File: src/ssfm_pkg.sv
`timescale 1ns / 1ps
`default_nettype none

package ssfm_pkg;

    // input operation codes
    typedef enum logic [1:0] {
        OP_NEW    = 2'd0,
        OP_APPEND = 2'd1,
        OP_FEED   = 2'd2,
        OP_END    = 2'd3
    } op_t;

    // width of the result position field
    localparam int OUT_POS_W = 32;

    // broadcast control from the top level to every cell
    typedef struct packed {
        logic       append;       // needle byte transfer
        logic       feed;         // haystack byte that updates the partial matches
        logic       clear_hay;    // clear the partial matches
        logic       clear_needle; // drop the needle
        logic [7:0] data;         // needle or haystack byte
    } cell_ctrl_t;

endpackage

`default_nettype wire

File: src/substring_search_first_match.sv
// First-match substring search over a streamed byte haystack.
// Input channel (in_valid/in_ready, op, data_byte): op 0 starts a new search,
// op 1 appends a needle byte, op 2 feeds a haystack byte, op 3 ends the
// haystack. Only op 3 gives a result, on the output channel (out_valid/
// out_ready, found, match_position, needle_overflow).
// Throughput: one item per cycle while no op 3 waits on a held result. Every
// needle position is compared at once by a row of cells, one cell per needle
// byte. A result appears in the output register the cycle after its op 3
// transfer.
// Receiver stall: while a result waits, ops 0, 1 and 2 are still taken; an
// op 3 waits until the held result transfers (or transfers in the same cycle).
// Reset: the needle is empty, overflow clear, haystack state cleared, no
// result pending. Needle bytes beyond MAX_NEEDLE are dropped and flag
// overflow. Positions saturate at the largest POSITION_WIDTH value and are
// reported clamped to 32 bits.
`timescale 1ns / 1ps
`default_nettype none

module substring_search_first_match
    import ssfm_pkg::*;
#(
    parameter int MAX_NEEDLE     = 64,
    parameter int POSITION_WIDTH = 32
)
(
    input  wire logic                 clk,
    input  wire logic                 rst_n,
    input  wire logic                 in_valid,
    output logic                      in_ready,
    input  wire logic [1:0]           op,
    input  wire logic [7:0]           data_byte,
    output logic                      out_valid,
    input  wire logic                 out_ready,
    output logic                      found,
    output logic [OUT_POS_W-1:0]      match_position,
    output logic                      needle_overflow
);

    localparam int LEN_W = $clog2(MAX_NEEDLE + 1);
    localparam int PW    = POSITION_WIDTH;

    op_t                  op_in;
    logic                 in_xfer;
    logic                 out_xfer;
    cell_ctrl_t           ctrl;
    logic                 any_hit;
    logic                 needle_full;
    logic                 needle_empty;
    logic                 feed_active;

    logic [LEN_W-1:0]     needle_cnt_reg;
    logic [LEN_W-1:0]     needle_cnt_next;
    logic                 overflow_reg;
    logic                 overflow_next;
    logic [PW-1:0]        bytes_seen_reg;
    logic [PW-1:0]        bytes_seen_next;
    logic                 match_seen_reg;
    logic                 match_seen_next;
    logic [PW-1:0]        first_start_reg;
    logic [PW-1:0]        first_start_next;
    logic [PW-1:0]        len_m1;
    logic [PW-1:0]        start_calc;

    logic                 out_valid_reg;
    logic                 out_valid_next;
    logic                 found_reg;
    logic [OUT_POS_W-1:0] pos_reg;
    logic                 ovf_reg;
    logic [OUT_POS_W-1:0] pos_clamped;

    assign op_in    = op_t'(op);
    assign out_xfer = out_valid_reg & out_ready;
    // only an end of haystack needs room in the output register
    assign in_ready = (op_in != OP_END) | ~out_valid_reg | out_ready;
    assign in_xfer  = in_valid & in_ready;

    assign needle_full  = (needle_cnt_reg == LEN_W'(MAX_NEEDLE));
    assign needle_empty = (needle_cnt_reg == '0);
    assign feed_active  = ~needle_empty & ~overflow_reg;

    // cell control decode
    always_comb
    begin
        ctrl = '0;
        ctrl.data = data_byte;
        if (in_xfer)
        begin
            unique case (op_in)
                OP_NEW:
                begin
                    ctrl.clear_needle = 1'b1;
                    ctrl.clear_hay    = 1'b1;
                end
                OP_APPEND:
                begin
                    ctrl.append    = 1'b1;
                    ctrl.clear_hay = 1'b1;
                end
                OP_FEED:
                begin
                    ctrl.feed = ~overflow_reg;
                end
                OP_END:
                begin
                    ctrl.clear_hay = 1'b1;
                end
                default:
                begin
                    ctrl = '0;
                end
            endcase
        end
    end

    ssfm_chain #(
        .MAX_NEEDLE (MAX_NEEDLE)
    ) u_chain (
        .clk     (clk),
        .rst_n   (rst_n),
        .ctrl    (ctrl),
        .any_hit (any_hit)
    );

    // start of a match that ends at the current byte
    assign len_m1     = {{(PW-LEN_W){1'b0}}, needle_cnt_reg} - PW'(1);
    assign start_calc = (bytes_seen_reg >= len_m1) ? (bytes_seen_reg - len_m1) : '0;

    // needle length, overflow and haystack tracking
    always_comb
    begin
        needle_cnt_next  = needle_cnt_reg;
        overflow_next    = overflow_reg;
        bytes_seen_next  = bytes_seen_reg;
        match_seen_next  = match_seen_reg;
        first_start_next = first_start_reg;
        if (in_xfer)
        begin
            unique case (op_in)
                OP_NEW:
                begin
                    needle_cnt_next  = '0;
                    overflow_next    = 1'b0;
                    bytes_seen_next  = '0;
                    match_seen_next  = 1'b0;
                    first_start_next = '0;
                end
                OP_APPEND:
                begin
                    if (needle_full)
                    begin
                        overflow_next = 1'b1;
                    end
                    else
                    begin
                        needle_cnt_next = needle_cnt_reg + LEN_W'(1);
                    end
                    bytes_seen_next  = '0;
                    match_seen_next  = 1'b0;
                    first_start_next = '0;
                end
                OP_FEED:
                begin
                    if (bytes_seen_reg != {PW{1'b1}})
                    begin
                        bytes_seen_next = bytes_seen_reg + PW'(1);
                    end
                    if (feed_active && !match_seen_reg && any_hit)
                    begin
                        match_seen_next  = 1'b1;
                        first_start_next = start_calc;
                    end
                end
                OP_END:
                begin
                    bytes_seen_next  = '0;
                    match_seen_next  = 1'b0;
                    first_start_next = '0;
                end
                default:
                begin
                    needle_cnt_next = needle_cnt_reg;
                end
            endcase
        end
    end

    always_ff @(posedge clk or negedge rst_n)
    begin
        if (!rst_n)
        begin
            needle_cnt_reg  <= '0;
            overflow_reg    <= 1'b0;
            bytes_seen_reg  <= '0;
            match_seen_reg  <= 1'b0;
            first_start_reg <= '0;
        end
        else
        begin
            needle_cnt_reg  <= needle_cnt_next;
            overflow_reg    <= overflow_next;
            bytes_seen_reg  <= bytes_seen_next;
            match_seen_reg  <= match_seen_next;
            first_start_reg <= first_start_next;
        end
    end

    // clamp the stored start to the result field
    if (PW > OUT_POS_W)
    begin : g_clamp
        assign pos_clamped = (|first_start_reg[PW-1:OUT_POS_W]) ?
                             {OUT_POS_W{1'b1}} : first_start_reg[OUT_POS_W-1:0];
    end
    else if (PW == OUT_POS_W)
    begin : g_same
        assign pos_clamped = first_start_reg;
    end
    else
    begin : g_widen
        assign pos_clamped = {{(OUT_POS_W-PW){1'b0}}, first_start_reg};
    end

    // output register valid
    always_comb
    begin
        out_valid_next = out_valid_reg & ~out_xfer;
        if (in_xfer && (op_in == OP_END))
        begin
            out_valid_next = 1'b1;
        end
    end

    always_ff @(posedge clk or negedge rst_n)
    begin
        if (!rst_n)
        begin
            out_valid_reg <= 1'b0;
        end
        else
        begin
            out_valid_reg <= out_valid_next;
        end
    end

    // result payload, loaded on an end of haystack transfer
    always_ff @(posedge clk)
    begin
        if (in_xfer && (op_in == OP_END))
        begin
            found_reg <= ~overflow_reg & (needle_empty | match_seen_reg);
            pos_reg   <= (~overflow_reg & ~needle_empty & match_seen_reg) ?
                         pos_clamped : '0;
            ovf_reg   <= overflow_reg;
        end
    end

    assign out_valid       = out_valid_reg;
    assign found           = found_reg;
    assign match_position  = pos_reg;
    assign needle_overflow = ovf_reg;

    // overflow only happens with a full needle store
    a_ovf_full: assert property (@(posedge clk) disable iff (!rst_n)
        overflow_reg |-> needle_full)
        else $error("overflow set with needle store not full");

    // a recorded match needs a usable needle
    a_match_needle: assert property (@(posedge clk) disable iff (!rst_n)
        match_seen_reg |-> (!needle_empty && !overflow_reg))
        else $error("match recorded without a usable needle");

    // an end of haystack transfer always leaves a pending result
    a_end_result: assert property (@(posedge clk) disable iff (!rst_n)
        (in_xfer && (op_in == OP_END)) |=> out_valid_reg)
        else $error("end of haystack gave no result");

    // a found result never carries overflow
    a_found_ovf: assert property (@(posedge clk) disable iff (!rst_n)
        out_valid_reg |-> !(found_reg && ovf_reg))
        else $error("result both found and overflowed");

endmodule

`default_nettype wire

File: src/ssfm_cell.sv
`timescale 1ns / 1ps
`default_nettype none

module ssfm_cell
    import ssfm_pkg::*;
(
    input  wire logic       clk,
    input  wire logic       rst_n,
    input  wire cell_ctrl_t ctrl,
    input  wire logic       prev_active,
    input  wire logic       prev_match,
    input  wire logic       next_active,
    output logic            active,
    output logic            match,
    output logic            hit
);

    logic       active_reg;
    logic       active_next;
    logic       match_reg;
    logic       match_next;
    logic [7:0] byte_reg;
    logic       cmp;

    // this cell extends the previous partial match by one byte
    assign cmp = prev_match & active_reg & (byte_reg == ctrl.data);

    // needle occupancy: the first inactive cell takes the next needle byte
    always_comb
    begin
        active_next = active_reg;
        if (ctrl.clear_needle)
        begin
            active_next = 1'b0;
        end
        else if (ctrl.append && prev_active)
        begin
            active_next = 1'b1;
        end
    end

    // partial match bit
    always_comb
    begin
        match_next = match_reg;
        if (ctrl.clear_hay)
        begin
            match_next = 1'b0;
        end
        else if (ctrl.feed)
        begin
            match_next = cmp;
        end
    end

    always_ff @(posedge clk or negedge rst_n)
    begin
        if (!rst_n)
        begin
            active_reg <= 1'b0;
            match_reg  <= 1'b0;
        end
        else
        begin
            active_reg <= active_next;
            match_reg  <= match_next;
        end
    end

    // needle byte store, no reset
    always_ff @(posedge clk)
    begin
        if (ctrl.append && prev_active && !active_reg && !ctrl.clear_needle)
        begin
            byte_reg <= ctrl.data;
        end
    end

    assign active = active_reg;
    assign match  = match_reg;
    // full match completes when this is the last needle cell
    assign hit    = cmp & ~next_active;

endmodule

`default_nettype wire

File: src/ssfm_chain.sv
`timescale 1ns / 1ps
`default_nettype none

module ssfm_chain
    import ssfm_pkg::*;
#(
    parameter int MAX_NEEDLE = 64
)
(
    input  wire logic       clk,
    input  wire logic       rst_n,
    input  wire cell_ctrl_t ctrl,
    output logic            any_hit
);

    logic [MAX_NEEDLE-1:0] active_w;
    logic [MAX_NEEDLE-1:0] match_w;
    logic [MAX_NEEDLE-1:0] hit_w;

    // row of cells, each linked to its neighbors
    for (genvar j = 0; j < MAX_NEEDLE; j++)
    begin : g_cell
        logic prev_active;
        logic prev_match;
        logic next_active;

        if (j == 0)
        begin : g_first
            assign prev_active = 1'b1;
            assign prev_match  = 1'b1;
        end
        else
        begin : g_link
            assign prev_active = active_w[j-1];
            assign prev_match  = match_w[j-1];
        end

        if (j == MAX_NEEDLE - 1)
        begin : g_last
            assign next_active = 1'b0;
        end
        else
        begin : g_next
            assign next_active = active_w[j+1];
        end

        ssfm_cell u_cell (
            .clk         (clk),
            .rst_n       (rst_n),
            .ctrl        (ctrl),
            .prev_active (prev_active),
            .prev_match  (prev_match),
            .next_active (next_active),
            .active      (active_w[j]),
            .match       (match_w[j]),
            .hit         (hit_w[j])
        );
    end

    // only one cell is the last needle cell, so this is a plain or
    assign any_hit = |hit_w;

endmodule

`default_nettype wire

File: config.mk
export PLATFORM = sky130hd
export DESIGN_NAME = substring_search_first_match
export DESIGN_NICKNAME = d
export VERILOG_FILES = /design/src/ssfm_pkg.sv /design/src/substring_search_first_match.sv /design/src/ssfm_cell.sv /design/src/ssfm_chain.sv
export SDC_FILE = /design/constraint.sdc
export NUM_CORES = 1
export LEC_CHECK = 0
export ABC_AREA = 1
export BUFFER_PORTS_ARGS = -buffer_cell sky130_fd_sc_hd__buf_2
export CORE_MARGIN = 2
export CORE_UTILIZATION = 26
export DETAILED_ROUTE_END_ITERATION = 8
export SYNTH_ARGS = -nofsm -noshare
export SYNTH_HDL_FRONTEND = slang
export SYNTH_SLANG_ARGS = --single-unit
File: constraint.sdc
create_clock -name clk -period 3.5 [get_ports clk]
set_input_delay 0.7 -clock clk [delete_from_list [all_inputs] [get_ports clk]]
set_output_delay 0.7 -clock clk [all_outputs]
set_load 0.05 [all_outputs]
==> results of run 1 <==
-- critical path, cell delays in order (launching register included) --
cell      delay [ns]
dfrtp_1         0.46
nor2_1          0.11
inv_1           0.09
nor2_1          0.14
nand4_1         0.14
buf_6           0.24
ha_2            0.44
nand2_1         0.11
nor2_1          0.16
inv_1           0.09
nor2_1          0.19
nand2_1         0.09
o211ai_2        0.28
inv_2           0.19
nor3_1          0.23
nand2_1         0.08
nand2_1         0.06
-- metal layers --
layer,vias up,track usage [%]
met5,-,0
met4,0,3.90
met3,161,1.93
met2,747,23.1
met1,13000,18.4
li1,13200,-
-- metrics by stage --
| step | worst slack [ns] | instance area (um^2) | TNS [ns] | total power, mW | util, % |
|---|---|---|---|---|---|
| after global placement | 0.158 | 40200 | 0 | 12.8 | 28.9 |
| final | 0.331 | 42900 | 0 | 21.3 | 30.8 |
| after floorplan | -0.149 | 36400 | -2.78 | 11.9 | - |
| after detailed placement | 0.0994 | 40200 | 0 | 12.9 | 28.9 |
| after global routing | 0.0436 | 42900 | 0 | 22.2 | 30.8 |
| after CTS | 0.239 | 42800 | 0 | 21.5 | 30.8 |
-- kinds of logic (layout without fill, tap and decap cells) --
group | count (synthesis) | count (layout) | share of synthesized area (%)
AND/OR/NAND/NOR | 1937 | 1937 | 21.8
flip-flops | 747 | 747 | 58.9
buffers and inverters | 582 | 820 | 6.63
AO/OA/AOI/OAI | 407 | 407 | 5.94
XOR/XNOR | 217 | 217 | 5.22
adder cells (fa/ha/maj) | 43 | 43 | 1.50
-- how the worst max path moves through the flow --
stage	startpoint	endpoint	slack [ns]	cells past startpoint
6_report	needle_cnt_reg[4]	first_start_reg[15]	0.33	16
5_1_grt	needle_cnt_reg[4]	first_start_reg[15]	0.04	16
4_1_cts	needle_cnt_reg[4]	first_start_reg[15]	0.24	16
3_5_place_dp	data_byte[3]	first_start_reg[14]	0.1	19
3_3_place_gp	data_byte[3]	first_start_reg[27]	0.16	19
2_1_floorplan	needle_cnt_reg[4]	first_start_reg[24]	-0.15	16
-- Yosys cell counts (6+ instances only) --
master,number
inv_2,11
nand4_1,50
xor2_1,141
xnor2_1,76
edfxtp_1,546
o21ai_1,15
o21ai_0,235
dfrtp_1,201
o211ai_1,8
inv_1,429
nor3b_1,9
nor2_1,451
buf_4,26
buf_2,53
or2_1,9
nand3_1,240
nand2_1,1075
or2_0,6
ha_1,42
or2_2,18
a21oi_1,115
buf_6,8
nor3_1,66
clkbuf_1,49
-- power groups by stage --
stage,combinational [mW],sequential [mW],clock [mW]
2_1_floorplan,1.60,10.3,0
3_3_place_gp,2.54,10.3,0
3_5_place_dp,2.58,10.3,0
4_1_cts,2.59,10.1,8.83
5_1_grt,2.92,10.1,9.16
6_report,2.61,10.1,8.62
-- final cells by class --
class                      instances  area share (%)
sequential                       747            50.0
multi-input combinational       2604            29.4
tap                             1876            5.48
clock buffer                     113            5.05
timing repair buffer             230            5.02
inverter                         442            3.89
clock inverter                    35            1.15
==> reports/results.ini, run 1 <==
[status]
status=finished, final reports clean

[clock_tree]
htree_num_levels=3
hold_buffers=0
clk_pin_slew_worst_paths_ns=0.08
cts_resized=0
clkLatencyLatePin_ns=0.69
clock-sinks=747
clockBufferDepth=3
cts_setup_buffers=0
cts_tree=done
cts_root_buffer=clkbuf_16
cts_buffers=79

[global_routing]
grt_first_pass_wirelength_um=154000
grt_max_degree=83
grt_overflow=0
grt_usage_pct=13.7
grt_pass1_vias=26700
antenna_found_initial=1

[floorplan]
start_util_pct=26.1
die_h_um=378
coreArea_um2=139000
die_area_um2=143000
io_pins=50
placementRows=137
die_x_um=378

[min_path]
min_path_type=primary input to async pin

[power]
ir_drop_mv=0.386
leakagePower_nw=17.7
p_clk_share_pct=40.4
p_int_mw=15.6
sw_frac_of_total_pct=27.0
p_seq_share_pct=47.4
switchingPower_mw=5.76
powerDensity_nw_per_um2=498
comb_power_share_pct=12.2

[timing]
relSlewSlack_pct=44.1
skew_ns=0.0564
slew_violations=0
rsz0062_at_grt=false
worst_slew_pin_slew_ns=0.839
timing.final.hold_violations=0
setup_viol=0
period_share_pct=90.5
timing.fmax_mhz=316
period_minus_slack_ns=3.17
hold_slack_ns=0.0188

[yosys]
synth_cells=3933
synth_largest_area_cell=edfxtp_1
synth_cell_types=49
syn-mean-instance-area_um2=9.25
synth_edf_count=546
yosysWarnings=0
syn_nets=3990
synthTopCellsByArea=edfxtp_1, dfrtp_1, nand2_1
synth-seq-area-share_pct=58.9
yosysTopAreaCellShare_pct=45.1
synth_area_um2=36400
ys.flop_type=edfxtp_1
ys_ff_latch=747
ys_async_sr_fraction_pct=26.9

[critical_path]
r2r_end=first_start_reg[15]
r2r_start=needle_cnt_reg[4]
cp.arrival_ns=3.76
end_kind=flip-flop
cp_max_fo=31
worst_ep_required_time_ns=4.09
crit_type=flip-flop to flip-flop
r2r_slack_ns=0.33
start_kind=flip-flop
rr_worst_depth=16

[placed_design]
hpwlAfterDp_um=63700
gp_congestion=0.908
dp.cells=5899
io_buffers=49

[final_layout]
areaGrowthSynthToFinish_pct=17.8
regArea_um2=21400
fin_cells=6047
largest_register_ff_count=512
layout_commonest_cell=nand2_1
n_antenna_cell=0
drive_above_1_share_pct=9.42
nFillCells=14500
final_cell_mix=nand2_1, edfxtp_1, nor2_1
multi_input_area_um2=12600
nets=4161

[drt]
wirelength_met1_um=44500
met3_wirelength_um=4970
drt-vias-per-instance=4.48
drc=0
wl_per_cell_um=16.2
antenna_left=0
vias=27100
drt_iter0_markers=2350
highest_layer=met4
wl_um=98100
wl_met2_um=46100
drt_first_pass_iters=5

[job]
cap_violations=0

(Power assumes the default switching activity.)
==> run 2: changes to the inputs <==
--- a/config.mk
+++ b/config.mk
@@ -9,7 +9,9 @@
 export BUFFER_PORTS_ARGS = -buffer_cell sky130_fd_sc_hd__buf_2
 export CORE_MARGIN = 2
 export CORE_UTILIZATION = 26
+export CTS_CLUSTER_DIAMETER = 200
 export DETAILED_ROUTE_END_ITERATION = 8
 export SYNTH_ARGS = -nofsm -noshare
 export SYNTH_HDL_FRONTEND = slang
+export SYNTH_HIERARCHICAL = 1
 export SYNTH_SLANG_ARGS = --single-unit
==> constraint.sdc (replaced) <==
create_clock -name clk -period 3.1 [get_ports clk]
set_input_delay 0.62 -clock clk [delete_from_list [all_inputs] [get_ports clk]]
set_output_delay 0.62 -clock clk [all_outputs]
set_load 0.05 [all_outputs]
==> run 2 against run 1 <==
  * Cell count grew 21%
  * Final area grew 11%
  * Critical path depth is the same
  * Routed wire length shrank 5.0%
  * Register-to-register slack lost 0.06 ns
  * Synthesized area grew 7.9%
  * Die area grew 7.8%
  * Core utilization grew 1.1 points
  * First-iteration DRC count shrank 19%
  * Critical endpoint is now first_start_reg[28]
==> reports/results.ini, run 2 <==
[placed_design]
placed_cell_area_um2=44900  ; was 40200 um^2
dp.cells=7188  ; was 5899
hpwlAfterDp_um=62900  ; was 63700 um
io_buffers=49  ; unchanged
gp_congestion=0.884  ; was 0.908

[final_layout]
largest_register_ff_count=512  ; unchanged
layout_commonest_cell=nand2_1  ; unchanged
drive_above_1_share_pct=11.4  ; was 9.42%
design_area_um2=47800  ; was 42900 um^2
final_cell_mix=nand2_1, inv_1, nor2_1  ; was nand2_1, edfxtp_1, nor2_1
areaGrowthSynthToFinish_pct=21.6  ; was 17.8%
fin_util_pct=31.8  ; was 30.8%
nets=5317  ; was 4161
nFillCells=15600  ; was 14500
fin_cells=7345  ; was 6047

[drt]
highest_layer=met5  ; was met4
drc=0  ; unchanged
drt_first_pass_iters=5  ; unchanged
antenna_left=0  ; unchanged
wirelength_met1_um=44200  ; was 44500 um
met3_wirelength_um=3930  ; was 4970 um
wl_met2_um=42700  ; was 46100 um
drt_iter0_markers=1895  ; was 2350
wl_um=93200  ; was 98100 um
wl_per_cell_um=12.7  ; was 16.2 um
vias=30300  ; was 27100
drt-vias-per-instance=4.13  ; was 4.48

[floorplan]
die_h_um=393  ; was 378 um
die_x_um=393  ; was 378 um
io_pins=50  ; unchanged
placementRows=142  ; was 137
coreArea_um2=150000  ; was 139000 um^2
start_util_pct=26.2  ; was 26.1%
die_area_um2=154000  ; was 143000 um^2

[min_path]
whs_path_depth=4
hp-start=out_ready
whs_endpoint=out_valid
min_path_type=primary input to flip-flop  ; was primary input to async pin

[global_routing]
grt_overflow=0  ; unchanged
antenna_found_initial=1  ; unchanged
grt_usage_pct=12.2  ; was 13.7%
grt_first_pass_wirelength_um=153000  ; was 154000 um
grt_pass1_vias=29600  ; was 26700
grt_max_degree=127  ; was 83

[clock_tree]
clk_pin_slew_worst_paths_ns=0.06  ; was 0.08 ns
htree_num_levels=3  ; unchanged
clkLatencyLatePin_ns=0.69  ; about the same
cts_root_buffer=clkbuf_16  ; unchanged
clock-sinks=747  ; unchanged
clockBufferDepth=3  ; unchanged
cts_tree=done  ; unchanged
cts_buffers=82  ; was 79

[critical_path]
max_stage_delay_ns=0.41  ; was 0.46 ns
crit_type=flip-flop to flip-flop  ; unchanged
r2r_slack_ns=0.28  ; was 0.33 ns
worst_path_max_delay_cell=dfrtp_1  ; unchanged
r2r_start=needle_cnt_reg[1]  ; was needle_cnt_reg[4]
start_kind=flip-flop  ; unchanged
cp.arrival_ns=3.36  ; was 3.76 ns
cp_max_fo=31  ; unchanged
path_cells=inv_1 > nand3_1 > nor2_2 > nand2_1 > buf_12 > ha_1 > buf_4 > a21oi_1 > inv_1 > o21ai_0 > nand2_1 > nor2_4 > a21oi_4 > buf_12 > nand2_2 > nand2_1  ; was nor2_1 > inv_1 > nor2_1 > nand4_1 > buf_6 > ha_2 > nand2_1 > nor2_1 > inv_1 > nor2_1 > nand2_1 > o211ai_2 > inv_2 > nor3_1 > nand2_1 > nand2_1
rr_worst_depth=16  ; unchanged
worst_ep_required_time_ns=3.64  ; was 4.09 ns
r2r_end=first_start_reg[28]  ; was first_start_reg[15]
path_common_cell=nand2_1
end_kind=flip-flop  ; unchanged

[timing]
relSlewSlack_pct=33.1  ; was 44.1%
slew_violations=0  ; unchanged
timing.final.hold_violations=0  ; unchanged
period_share_pct=91.1  ; was 90.5%
period_minus_slack_ns=2.82  ; was 3.17 ns
tns_ns=0  ; unchanged
skew_ns=0.0654  ; was 0.0564 ns
rsz0062_at_grt=false  ; unchanged
timing.fmax_mhz=354  ; was 316 MHz
worst_slew_pin_slew_ns=1.00  ; was 0.839 ns
setup_viol=0  ; unchanged

[power]
ir_drop_mv=0.387  ; was 0.386 mV
leakagePower_nw=22.3  ; was 17.7 nW
power_mw=25.7  ; was 21.3 mW
powerDensity_nw_per_um2=538  ; was 498 nW/um^2

[yosys]
synth_cells=4833  ; was 3933
syn-mean-instance-area_um2=8.12  ; was 9.25 um^2
yosysWarnings=6  ; was 0
synth_area_um2=39300  ; was 36400 um^2

[status]
status=finished, final reports clean  ; unchanged

[job]
cap_violations=0  ; unchanged

## run 2: cell type report
cell class | instances | area, um^2 | area share, %
clock buffers | 114 | 2310 | 4.85
inverters | 984 | 3700 | 7.75
diodes | 1 | 2.50 | 0.00524
clock inverters | 38 | 442 | 0.925
multi-input cells | 3085 | 14100 | 29.6
flip-flops and latches | 747 | 21400 | 44.9
repair buffers | 360 | 3210 | 6.73
well taps | 2016 | 2520 | 5.28
## run 2: worst max path at each step
stage / from / end / slack (ns) / cells after the start
final: needle_cnt_reg[1] / first_start_reg[28] / 0.28 / 16
after global placement: data_byte[0] / first_start_reg[10] / -0.49 / 18
after detailed placement: data_byte[0] / first_start_reg[12] / -0.55 / 18
after floorplan: op[0] / first_start_reg[21] / -0.77 / 8
after global routing: needle_cnt_reg[1] / first_start_reg[30] / 0.04 / 19
after CTS: needle_cnt_reg[1] / first_start_reg[29] / 0.13 / 15
## run 2: stage by stage
stage	hold slack, ns	setup WS (ns)
after detailed placement	0.458	-0.553
after CTS	0.147	0.129
after floorplan	0.324	-0.770
final	0.208	0.275
after global placement	0.460	-0.495
after global routing	0.185	0.0399
## run 2: timing repair
item                                    4_1_cts  5_1_grt
hold buffers                                  1        0
gates cloned                                  1        0
endpoints found under the setup margin       25       32
endpoints found under the hold margin        64        0
pin swaps                                     0        2
resized for setup                             2        7
buffers inserted                              0        2
## run 2: report_power, final
| group | leakage, nW | internal (mW) | switching (mW) |
|---|---|---|---|
| sequential | 7.61 | 11.2 | 0.343 |
| combinational | 13.4 | 1.58 | 2.66 |
| clock | 1.35 | 5.64 | 4.27 |
## run 2: critical path: cells and delay by family (launching register included)
kind,cells,cell delay (ns)
adder cells (fa/ha/maj),1,0.31
flip-flops,1,0.41
AO/OA/AOI/OAI,3,0.43
buffers and inverters,5,0.72
AND/OR/NAND/NOR,7,0.86
## run 2: metal layers
layer  track usage [%]  vias to the layer above
li1                  -                    15700
met1              16.2                    14000
met5                 0                        -
met3              2.10                      149
met4              3.51                        2
met2              20.3                      460
